--- src/scd_pkg.sv ---
// ----------------------------------------------------------------------------
// scd_pkg
// Shared types, command codes and the reply byte table of the SUMP command
// decoder.
// ----------------------------------------------------------------------------
package scd_pkg;

   localparam int unsigned TOP_RATE        = 20000000;
   localparam int unsigned CAPTURE_BYTES   = 65536;
   localparam int unsigned ADVERTISED_RATE = 20000000;
   localparam int unsigned CHANNELS        = 16;

   localparam int RATE_W  = 25;
   localparam int COUNT_W = 19;
   localparam int CHAN_W  = 5;
   localparam int PTR_W   = 5;
   localparam int STEP_W  = 5;

   localparam logic [15:0] CHANNEL_MASK = 16'((33'd1 << CHANNELS) - 33'd1);
   localparam logic [RATE_W-1:0] TOP_RATE_VAL = RATE_W'(TOP_RATE);
   localparam logic [CHAN_W-1:0] NO_TRIGGER = '1;

   // short commands
   localparam logic [7:0] CMD_RESET     = 8'h00;
   localparam logic [7:0] CMD_ARM       = 8'h01;
   localparam logic [7:0] CMD_QUERY     = 8'h02;
   localparam logic [7:0] CMD_SELFTEST  = 8'h03;
   localparam logic [7:0] CMD_METADATA  = 8'h04;
   // long commands
   localparam logic [7:0] CMD_DIVIDER   = 8'h80;
   localparam logic [7:0] CMD_READ_CNT  = 8'h81;
   localparam logic [7:0] CMD_TRIG_MASK = 8'hC0;
   localparam logic [7:0] CMD_TRIG_VAL  = 8'hC1;

   // reply table layout
   localparam logic [PTR_W-1:0] ID_FIRST   = 5'd0;
   localparam logic [PTR_W-1:0] ID_LAST    = 5'd3;
   localparam logic [PTR_W-1:0] META_FIRST = 5'd4;
   localparam logic [PTR_W-1:0] META_LAST  = 5'd31;

   typedef enum logic [1:0] {
      KIND_NONE,
      KIND_QUERY,
      KIND_META,
      KIND_ARM
   } kind_type;

   typedef struct packed {
      logic capture;
      logic load_query;
      logic load_meta;
      logic reply_step;
      logic div_start;
      logic show_reply;
      logic show_arm;
   } ctl_cmd_type;

   typedef struct packed {
      kind_type kind;
      logic     reply_last;
      logic     div_busy;
   } ctl_stat_type;

   function automatic logic [7:0] reply_byte(input logic [PTR_W-1:0] idx);
      logic [31:0] cap;
      logic [31:0] rate;
      logic [7:0]  b;
      cap  = 32'(CAPTURE_BYTES);
      rate = 32'(ADVERTISED_RATE);
      unique case (idx)
         5'd0:    b = 8'h31;
         5'd1:    b = 8'h41;
         5'd2:    b = 8'h4C;
         5'd3:    b = 8'h53;
         5'd4:    b = 8'h01;
         5'd5:    b = 8'h45;
         5'd6:    b = 8'h53;
         5'd7:    b = 8'h50;
         5'd8:    b = 8'h33;
         5'd9:    b = 8'h32;
         5'd10:   b = 8'h00;
         5'd11:   b = 8'h02;
         5'd12:   b = 8'h30;
         5'd13:   b = 8'h2E;
         5'd14:   b = 8'h30;
         5'd15:   b = 8'h30;
         5'd16:   b = 8'h00;
         5'd17:   b = 8'h21;
         5'd18:   b = cap[31:24];
         5'd19:   b = cap[23:16];
         5'd20:   b = cap[15:8];
         5'd21:   b = cap[7:0];
         5'd22:   b = 8'h23;
         5'd23:   b = rate[31:24];
         5'd24:   b = rate[23:16];
         5'd25:   b = rate[15:8];
         5'd26:   b = rate[7:0];
         5'd27:   b = 8'h40;
         5'd28:   b = 8'(CHANNELS);
         5'd29:   b = 8'h41;
         5'd30:   b = 8'h02;
         default: b = 8'h00;
      endcase
      return b;
   endfunction

endpackage

--- src/scd_ctrl.sv ---
// ----------------------------------------------------------------------------
// scd_ctrl
// Sequencer: takes one host byte, then plays out reply words or runs the
// rate divider and presents the capture request.
// ----------------------------------------------------------------------------
module scd_ctrl (
   input  logic                 clock,
   input  logic                 reset,
   input  logic                 req_valid,
   output logic                 req_ready,
   output logic                 rsp_valid,
   input  logic                 rsp_ready,
   input  scd_pkg::ctl_stat_type stat,
   output scd_pkg::ctl_cmd_type  cmd
);
   import scd_pkg::*;

   typedef enum logic [3:0] {
      ST_IDLE  = 4'b0001,
      ST_DIV   = 4'b0010,
      ST_REPLY = 4'b0100,
      ST_ARM   = 4'b1000
   } state_type;

   state_type state_ff, state_in;

   always_comb begin
      cmd       = '0;
      state_in  = state_ff;
      req_ready = 1'b0;
      rsp_valid = 1'b0;
      unique case (state_ff)
         ST_IDLE: begin
            req_ready   = 1'b1;
            cmd.capture = req_valid;
            if (req_valid) begin
               unique case (stat.kind)
                  KIND_QUERY: begin
                     cmd.load_query = 1'b1;
                     state_in       = ST_REPLY;
                  end
                  KIND_META: begin
                     cmd.load_meta = 1'b1;
                     state_in      = ST_REPLY;
                  end
                  KIND_ARM: begin
                     cmd.div_start = 1'b1;
                     state_in      = ST_DIV;
                  end
                  default: state_in = ST_IDLE;
               endcase
            end
         end
         ST_DIV: begin
            if (!stat.div_busy) begin
               state_in = ST_ARM;
            end
         end
         ST_REPLY: begin
            rsp_valid      = 1'b1;
            cmd.show_reply = 1'b1;
            if (rsp_ready) begin
               if (stat.reply_last) begin
                  state_in = ST_IDLE;
               end else begin
                  cmd.reply_step = 1'b1;
               end
            end
         end
         ST_ARM: begin
            rsp_valid    = 1'b1;
            cmd.show_arm = 1'b1;
            if (rsp_ready) begin
               state_in = ST_IDLE;
            end
         end
         default: state_in = ST_IDLE;
      endcase
   end

   always_ff @(posedge clock) begin
      if (reset) begin
         state_ff <= ST_IDLE;
      end else begin
         state_ff <= state_in;
      end
   end

endmodule

--- src/scd_dpath.sv ---
// ----------------------------------------------------------------------------
// scd_dpath
// Datapath: argument collection, capture settings, reply table pointer,
// restoring rate divider and the result word fields.
// ----------------------------------------------------------------------------
module scd_dpath (
   input  logic                         clock,
   input  logic                         reset,
   input  logic [7:0]                   req_rx_byte,
   input  scd_pkg::ctl_cmd_type         cmd,
   output scd_pkg::ctl_stat_type        stat,
   output logic                         rsp_tx_valid,
   output logic [7:0]                   rsp_tx_byte,
   output logic                         rsp_arm_valid,
   output logic [scd_pkg::COUNT_W-1:0]  rsp_sample_count,
   output logic [scd_pkg::RATE_W-1:0]   rsp_capture_rate,
   output logic signed [scd_pkg::CHAN_W-1:0] rsp_trigger_channel,
   output logic                         rsp_rising_edge,
   output logic                         rsp_last
);
   import scd_pkg::*;

   logic [2:0]         arg_left_ff, arg_left_in;
   logic [7:0]         pending_ff, pending_in;
   logic [31:0]        shift_ff, shift_in;
   logic               mask_nz_ff, mask_nz_in;
   logic [CHAN_W-1:0]  first_chan_ff, first_chan_in;
   logic               edge_ff, edge_in;
   logic [23:0]        rate_div_ff, rate_div_in;
   logic [COUNT_W-1:0] read_samples_ff, read_samples_in;
   logic [PTR_W-1:0]   ptr_ff, ptr_in;
   logic [PTR_W-1:0]   end_ff, end_in;
   logic               busy_ff, busy_in;
   logic [STEP_W-1:0]  step_ff, step_in;
   logic [RATE_W-1:0]  rem_ff, rem_in;
   logic [RATE_W-1:0]  quo_ff, quo_in;
   logic [RATE_W-1:0]  dvsr_ff, dvsr_in;

   kind_type           byte_kind;
   logic [15:0]        mask;
   logic [CHAN_W-1:0]  low_chan;
   logic [RATE_W:0]    trial;
   logic [RATE_W:0]    diff;

   // decode of the byte on the request port
   always_comb begin
      byte_kind = KIND_NONE;
      if (arg_left_ff == 3'd0 && !req_rx_byte[7]) begin
         unique case (req_rx_byte)
            CMD_QUERY:    byte_kind = KIND_QUERY;
            CMD_METADATA: byte_kind = KIND_META;
            CMD_ARM:      byte_kind = KIND_ARM;
            default:      byte_kind = KIND_NONE;
         endcase
      end
   end

   assign stat = '{kind: byte_kind, reply_last: (ptr_ff == end_ff), div_busy: busy_ff};

   // lowest set channel of the masked argument
   assign mask = shift_in[15:0] & CHANNEL_MASK;
   always_comb begin
      low_chan = NO_TRIGGER;
      for (int i = 15; i >= 0; i--) begin
         if (mask[i]) begin
            low_chan = CHAN_W'(i);
         end
      end
   end

   assign trial = {rem_ff, quo_ff[RATE_W-1]};
   assign diff  = trial - {1'b0, dvsr_ff};

   always_comb begin
      arg_left_in     = arg_left_ff;
      pending_in      = pending_ff;
      shift_in        = shift_ff;
      mask_nz_in      = mask_nz_ff;
      first_chan_in   = first_chan_ff;
      edge_in         = edge_ff;
      rate_div_in     = rate_div_ff;
      read_samples_in = read_samples_ff;
      ptr_in          = ptr_ff;
      end_in          = end_ff;
      busy_in         = busy_ff;
      step_in         = step_ff;
      rem_in          = rem_ff;
      quo_in          = quo_ff;
      dvsr_in         = dvsr_ff;

      // collect argument bytes, run a long command on its last one
      if (cmd.capture) begin
         if (arg_left_ff != 3'd0) begin
            shift_in    = {req_rx_byte, shift_ff[31:8]};
            arg_left_in = arg_left_ff - 3'd1;
            if (arg_left_ff == 3'd1) begin
               unique case (pending_ff)
                  CMD_TRIG_MASK: begin
                     mask_nz_in    = (mask != 16'd0);
                     first_chan_in = low_chan;
                  end
                  CMD_TRIG_VAL: begin
                     edge_in = mask_nz_ff & shift_in[first_chan_ff[3:0]];
                  end
                  CMD_DIVIDER: begin
                     rate_div_in = shift_in[23:0];
                  end
                  CMD_READ_CNT: begin
                     read_samples_in = COUNT_W'({3'b000, shift_in[15:0]} + 19'd1) << 2;
                  end
                  default: pending_in = pending_ff;
               endcase
            end
         end else if (req_rx_byte[7]) begin
            pending_in  = req_rx_byte;
            arg_left_in = 3'd4;
         end
      end

      // reply pointer
      if (cmd.load_query) begin
         ptr_in = ID_FIRST;
         end_in = ID_LAST;
      end else if (cmd.load_meta) begin
         ptr_in = META_FIRST;
         end_in = META_LAST;
      end else if (cmd.reply_step) begin
         ptr_in = ptr_ff + PTR_W'(1);
      end

      // restoring divide, one quotient bit per cycle
      if (cmd.div_start) begin
         busy_in = 1'b1;
         step_in = STEP_W'(RATE_W - 1);
         rem_in  = '0;
         quo_in  = TOP_RATE_VAL;
         dvsr_in = {1'b0, rate_div_ff} + RATE_W'(1);
      end else if (busy_ff) begin
         if (diff[RATE_W]) begin
            rem_in = trial[RATE_W-1:0];
         end else begin
            rem_in = diff[RATE_W-1:0];
         end
         quo_in = {quo_ff[RATE_W-2:0], ~diff[RATE_W]};
         if (step_ff == '0) begin
            busy_in = 1'b0;
         end else begin
            step_in = step_ff - STEP_W'(1);
         end
      end
   end

   always_ff @(posedge clock) begin
      if (reset) begin
         arg_left_ff     <= '0;
         pending_ff      <= '0;
         shift_ff        <= '0;
         mask_nz_ff      <= 1'b0;
         first_chan_ff   <= '0;
         edge_ff         <= 1'b0;
         rate_div_ff     <= '0;
         read_samples_ff <= '0;
         busy_ff         <= 1'b0;
      end else begin
         arg_left_ff     <= arg_left_in;
         pending_ff      <= pending_in;
         shift_ff        <= shift_in;
         mask_nz_ff      <= mask_nz_in;
         first_chan_ff   <= first_chan_in;
         edge_ff         <= edge_in;
         rate_div_ff     <= rate_div_in;
         read_samples_ff <= read_samples_in;
         busy_ff         <= busy_in;
      end
   end

   always_ff @(posedge clock) begin
      ptr_ff  <= ptr_in;
      end_ff  <= end_in;
      step_ff <= step_in;
      rem_ff  <= rem_in;
      quo_ff  <= quo_in;
      dvsr_ff <= dvsr_in;
   end

   // result word fields
   assign rsp_tx_valid        = cmd.show_reply;
   assign rsp_tx_byte         = cmd.show_reply ? reply_byte(ptr_ff) : 8'h00;
   assign rsp_arm_valid       = cmd.show_arm;
   assign rsp_sample_count    = cmd.show_arm ? read_samples_ff : '0;
   assign rsp_capture_rate    = cmd.show_arm ? quo_ff : '0;
   assign rsp_trigger_channel = cmd.show_arm ? signed'(first_chan_ff) : '0;
   assign rsp_rising_edge     = cmd.show_arm & edge_ff;
   assign rsp_last            = cmd.show_arm | (cmd.show_reply & stat.reply_last);

endmodule

--- src/sump_command_decoder.sv ---
// ----------------------------------------------------------------------------
// sump_command_decoder
// Decodes SUMP host command bytes into reply words and capture requests.
//
//   channel   ports    handshake     payload
//   input     req_*    valid/ready   rx_byte
//   result    rsp_*    valid/ready   tx_valid tx_byte arm_valid sample_count
//                                    capture_rate trigger_channel rising_edge
//                                    last
//
// Bytes that cause no word are taken at one per cycle.
// Query gives 4 words and metadata 28, one per cycle while rsp_ready is high.
// Arm runs a restoring divider for the rate, then shows one word.
// req_ready is low from the byte's acceptance until its last word is taken.
// Reset clears all command settings; no clearing pass is needed.
// ----------------------------------------------------------------------------
module sump_command_decoder (
   input  logic                              clock,
   input  logic                              reset,
   input  logic                              req_valid,
   output logic                              req_ready,
   input  logic [7:0]                        req_rx_byte,
   output logic                              rsp_valid,
   input  logic                              rsp_ready,
   output logic                              rsp_tx_valid,
   output logic [7:0]                        rsp_tx_byte,
   output logic                              rsp_arm_valid,
   output logic [scd_pkg::COUNT_W-1:0]       rsp_sample_count,
   output logic [scd_pkg::RATE_W-1:0]        rsp_capture_rate,
   output logic signed [scd_pkg::CHAN_W-1:0] rsp_trigger_channel,
   output logic                              rsp_rising_edge,
   output logic                              rsp_last
);
   import scd_pkg::*;

   ctl_cmd_type  cmd;
   ctl_stat_type stat;

   scd_ctrl u_ctrl (
      .clock     (clock),
      .reset     (reset),
      .req_valid (req_valid),
      .req_ready (req_ready),
      .rsp_valid (rsp_valid),
      .rsp_ready (rsp_ready),
      .stat      (stat),
      .cmd       (cmd)
   );

   scd_dpath u_dpath (
      .clock               (clock),
      .reset               (reset),
      .req_rx_byte         (req_rx_byte),
      .cmd                 (cmd),
      .stat                (stat),
      .rsp_tx_valid        (rsp_tx_valid),
      .rsp_tx_byte         (rsp_tx_byte),
      .rsp_arm_valid       (rsp_arm_valid),
      .rsp_sample_count    (rsp_sample_count),
      .rsp_capture_rate    (rsp_capture_rate),
      .rsp_trigger_channel (rsp_trigger_channel),
      .rsp_rising_edge     (rsp_rising_edge),
      .rsp_last            (rsp_last)
   );

endmodule

--- config.mk ---
export PLATFORM = sky130hd
export DESIGN_NAME = sump_command_decoder
export DESIGN_NICKNAME = d
export VERILOG_FILES = /design/src/scd_pkg.sv /design/src/scd_ctrl.sv /design/src/scd_dpath.sv /design/src/sump_command_decoder.sv
export SDC_FILE = /design/constraint.sdc
export NUM_CORES = 1
export LEC_CHECK = 0
export ABC_CLOCK_PERIOD_IN_PS = 6400
export BUFFER_PORTS_ARGS = -buffer_cell sky130_fd_sc_hd__clkbuf_2
export CORE_ASPECT_RATIO = 1.25
export CORE_MARGIN = 1
export CORE_UTILIZATION = 50
export DETAILED_ROUTE_END_ITERATION = 10
export PLACE_DENSITY = 0.68
export SLEW_MARGIN = 30
export SYNTH_ARGS = -nofsm -noshare
export SYNTH_HDL_FRONTEND = slang
export SYNTH_HIERARCHICAL = 1
export SYNTH_SLANG_ARGS = --single-unit
--- constraint.sdc ---
create_clock -name clock -period 6.4 [get_ports clock]
set_input_delay 0 -clock clock [delete_from_list [all_inputs] [get_ports clock]]
set_output_delay 0 -clock clock [all_outputs]
set_load 0.005 [all_outputs]
==> run_results.csv <==
group,metric,value,unit
timing,rsz0062_at_grt,"false",
power,leakagePower,4.380,nW
logic_synthesis,synth_edf_count,25,
grt,grt_pass1_vias,7345,
place,pre_cts_slack,2553,ps
routing,wl_per_cell,14.02,um
logic_synthesis,synth_area,0.009947,mm2
worst_setup_path,cp_slowest_stage_delay,660,ps
grt,grt_max_degree,97,
place,hpwlAfterDp,14.22,mm
timing,worst_slew_pin_slew,814.1,ps
layout,drive_gt1_share,11.60,%
timing,fin_tns_setup,0,ps
routing,route.detailed.drc,0,
layout,fin_cells,1498,
worst_setup_path,critPathMostFrequentCell,"nor3_1",
worst_setup_path,slowest_stage,"clkinv_1",
clocking,cts_inserted_buffers,17,
worst_setup_path,regToRegSetupSlack,2600,ps
place,placed_area,0.01044,mm2
routing,ant_nets,0,
clocking,root_buffer,"clkbuf_16",
clocking,worstSkewPairLatency,430,ps
timing,drv_slew,0,
floorplanning,die_h,159.7,um
worst_setup_path,crit_type,"reg -> reg",
logic_synthesis,synth.avg_cell_area,8.415,um2
timing,hold_violations,0,
clocking,cts_resized,0,
logic_synthesis,yosysWarnings,6,
flow_run,drv_cap,0,
logic_synthesis,ys_ff_latch,182,
grt,grt.overflow.total,0,
routing,viasPerCell,5.334,
place,gp_congestion,0.8406,
clocking,cts.path.max_buffers,2,
layout,antennaDiodeCount,0,
floorplanning,rows,57,
timing,worst_slack,2599,ps
grt,antenna_found_initial,0,
floorplanning,ios,75,
logic_synthesis,async_flop_share,0,%
floorplanning,start_util,51.09,%
floorplanning,die-area,0.02047,mm2
clocking,cts_hold_buf,10,
routing,vias,7991,
timing,final-setup-viol-count,0,
worst_setup_path,r2r-end,"u_dpath/rem_ff[19]",
worst_setup_path,r2r_start,"u_dpath/arg_left_ff[2]",
worst_hold_path,hp-start,"reset",
logic_synthesis,synth_cell_types,75,
floorplanning,fp.dieW,128.2,um
timing,period_needed,3801,ps
worst_setup_path,start_kind,"register",
timing,min_period_over_period,59.39,%
worst_setup_path,critPathRequiredTime,6720,ps
routing,drt_wl_total,21.00,mm
layout,finalInstanceArea,0.01117,mm2
logic_synthesis,synth_cells,1182,
worst_setup_path,worstPathArrival,4120,ps
timing,max_slew_margin,45.72,%
grt,grt_pass1_wl,35.29,mm
worst_hold_path,worstHoldPathType,"in -> reg",
place,port_buffers,71,
logic_synthesis,synth-main-ff-cell,"dfxtp_1",
grt,grtUsageTotal,21.08,%
place,placedCellCount,1455,
layout,syn_to_final_growth,12.34,%
worst_setup_path,reg2reg_depth,10,
power,ir_worst_vdd,0.2373,mV
worst_setup_path,endpoint_kind,"register",
clocking,htree_num_levels,4,
power,p_per_area,233.7,mW/mm2
worst_setup_path,critPathMaxFanout,73,
clocking,clk_pin_slew,80,ps
timing,max_freq,263.1,MHz
timing,whs,40.32,ps
logic_synthesis,synth-seq-area-share,39.14,%
clocking,clock_sinks,182,
worst_hold_path,hold_end,"u_dpath/busy_ff",
clocking,cts_tree,"built",
routing,drtIter0Drc,496,
floorplanning,fp.coreArea,0.01947,mm2
timing,skew,8.591,ps
clocking,post_cts_buffers,0,
routing,first_pass_iters,5,
worst_hold_path,hold_depth,3,
worst_setup_path,path_cells,"nor3_1 -> nand3_1 -> nor3_1 -> ha_1 -> and3_2 -> buf_4 -> clkinv_1 -> nand2_1 -> nor2_1 -> a211o_1",
layout,num-nets-final,1274,
run_status,status,"finished clean",
[kinds of logic (layout without fill, tap and decap cells)]
family          after synthesis  in the layout  share of synthesized area (%)
simple gates                476            476                          22.88
compound gates              230            230                          14.55
flops                       182            182                          39.14
buf+inv                     125            174                          5.207
xor+xnor                     65             65                          5.912
mux                          61             61                          6.906
fa+ha+maj                    42             42                          5.358
other cells                   1              3                        0.03770
[state kept, by name (all words and copies together), names as in the netlist]
| name | flops |
|---|---|
| u_dpath/end_ff | 1 |
| u_dpath/dvsr_ff | 25 |
| u_dpath/arg_left_ff | 3 |
| u_dpath/rate_div_ff | 24 |
| u_dpath/mask_nz_ff | 1 |
| u_ctrl/state_ff | 4 |
| u_dpath/busy_ff | 1 |
| u_dpath/read_samples_ff | 17 |
| u_dpath/shift_ff | 32 |
| u_dpath/step_ff | 5 |
| u_dpath/edge_ff | 1 |
| u_dpath/quo_ff | 25 |
| u_dpath/rem_ff | 25 |
| u_dpath/pending_ff | 8 |
| u_dpath/first_chan_ff | 5 |
| u_dpath/ptr_ff | 5 |
[critical path: cells and delay by family (launching register included)]
family	cells	cell delay (ps)
AOI/OAI and AO/OA	1	260
adders and majority gates	1	220
and+or+nand+nor	6	1560
DFF	1	340
buffers and inverters	2	1300
[through the flow]
step	total power (W)	utilization [%]
after global routing	0.002729	57.39
after detailed placement	0.001554	53.63
after CTS	0.002636	57.25
after global placement	0.001548	53.37
after floorplan	0.001493	-
final	0.002612	57.39
[metal layers]
layer	track usage, %	vias up	part of all wire [%]
met5	0	-	0
met3	2.915	17	2.6
met2	36.02	124	49
met1	27.76	3704	47
met4	5.668	0	1.2
li1	-	4146	-
[power breakdown]
group	internal, W	switching, W
combinational	0.000140	0.000168
sequential	0.00119	0.0000376
clock	0.000565	0.000509
total	0.00190	0.000715
[worst max path at each step]
stage | slack [ps] | from | depth (start not counted) | end
after floorplan | 3740 | u_dpath/dvsr_ff[10] | 12 | u_dpath/rem_ff[19]
after global placement | 2710 | u_dpath/arg_left_ff[2] | 10 | u_dpath/rem_ff[24]
after detailed placement | 2550 | u_dpath/arg_left_ff[2] | 10 | u_dpath/rem_ff[19]
after CTS | 2530 | u_dpath/arg_left_ff[2] | 10 | u_dpath/rem_ff[19]
after global routing | 2090 | u_dpath/arg_left_ff[1] | 10 | u_dpath/rem_ff[24]
final | 2600 | u_dpath/arg_left_ff[2] | 10 | u_dpath/rem_ff[19]
[synthesized netlist by cell type, drive strengths merged (4+ instances only)]
| cell | number | area, um2 |
|---|---|---|
| nand2 | 167 | 626.9 |
| dfxtp | 157 | 3143 |
| nor2 | 118 | 445.4 |
| a21oi | 102 | 510.5 |
| clkbuf | 61 | 229.0 |
| and2 | 54 | 340.3 |
| mux2i | 54 | 540.5 |
| inv | 48 | 180.2 |
| xnor2 | 45 | 412.9 |
| ha | 41 | 513.0 |
| a211oi | 37 | 282.8 |
| nor3 | 32 | 160.2 |
| o21ai | 31 | 158.9 |
| edfxtp | 25 | 750.7 |
| nand3 | 22 | 110.1 |
| xor2 | 20 | 175.2 |
| and3 | 16 | 103.9 |
| buf | 15 | 105.1 |
| nand4 | 14 | 87.58 |
| nand2b | 11 | 68.82 |
| nor2b | 11 | 68.82 |
| o211ai | 9 | 86.33 |
| a21o | 8 | 60.06 |
| o21a | 7 | 52.55 |
| mux4 | 6 | 135.1 |
| or3 | 6 | 37.54 |
| nand3b | 5 | 37.54 |
| a31oi | 4 | 25.02 |
| nor4 | 4 | 25.02 |
[placed cells by master, fill, tap and decap left out, types with 8 or more instances in the layout]
master,count
ha_1,41
edfxtp_1,25
nor2b_1,10
nor2_1,116
a211oi_1,36
mux2i_1,54
a21o_1,8
nand3_1,22
nand4_1,14
xnor2_1,44
and2_1,53
buf_4,9
clkbuf_2,70
nand2_1,167
a21oi_1,102
xor2_1,20
nand2b_1,11
inv_1,48
clkbuf_16,17
dlygate4sd3_1,10
dfxtp_1,156
and3_1,13
nor3_1,30
o21ai_0,27
[layout make-up]
| cell class | count | area, um2 |
|---|---|---|
| Clock buffer | 17 | 425.4 |
| Fill cell | 1819 | 8295 |
| Clock inverter | 15 | 180.2 |
| Sequential cell | 182 | 3895 |
| Timing Repair Buffer | 93 | 593.1 |
| Multi-Input combinational cell | 877 | 5565 |
| Inverter | 49 | 183.9 |
| Tap cell | 265 | 331.6 |
(Power assumes the default switching activity.)
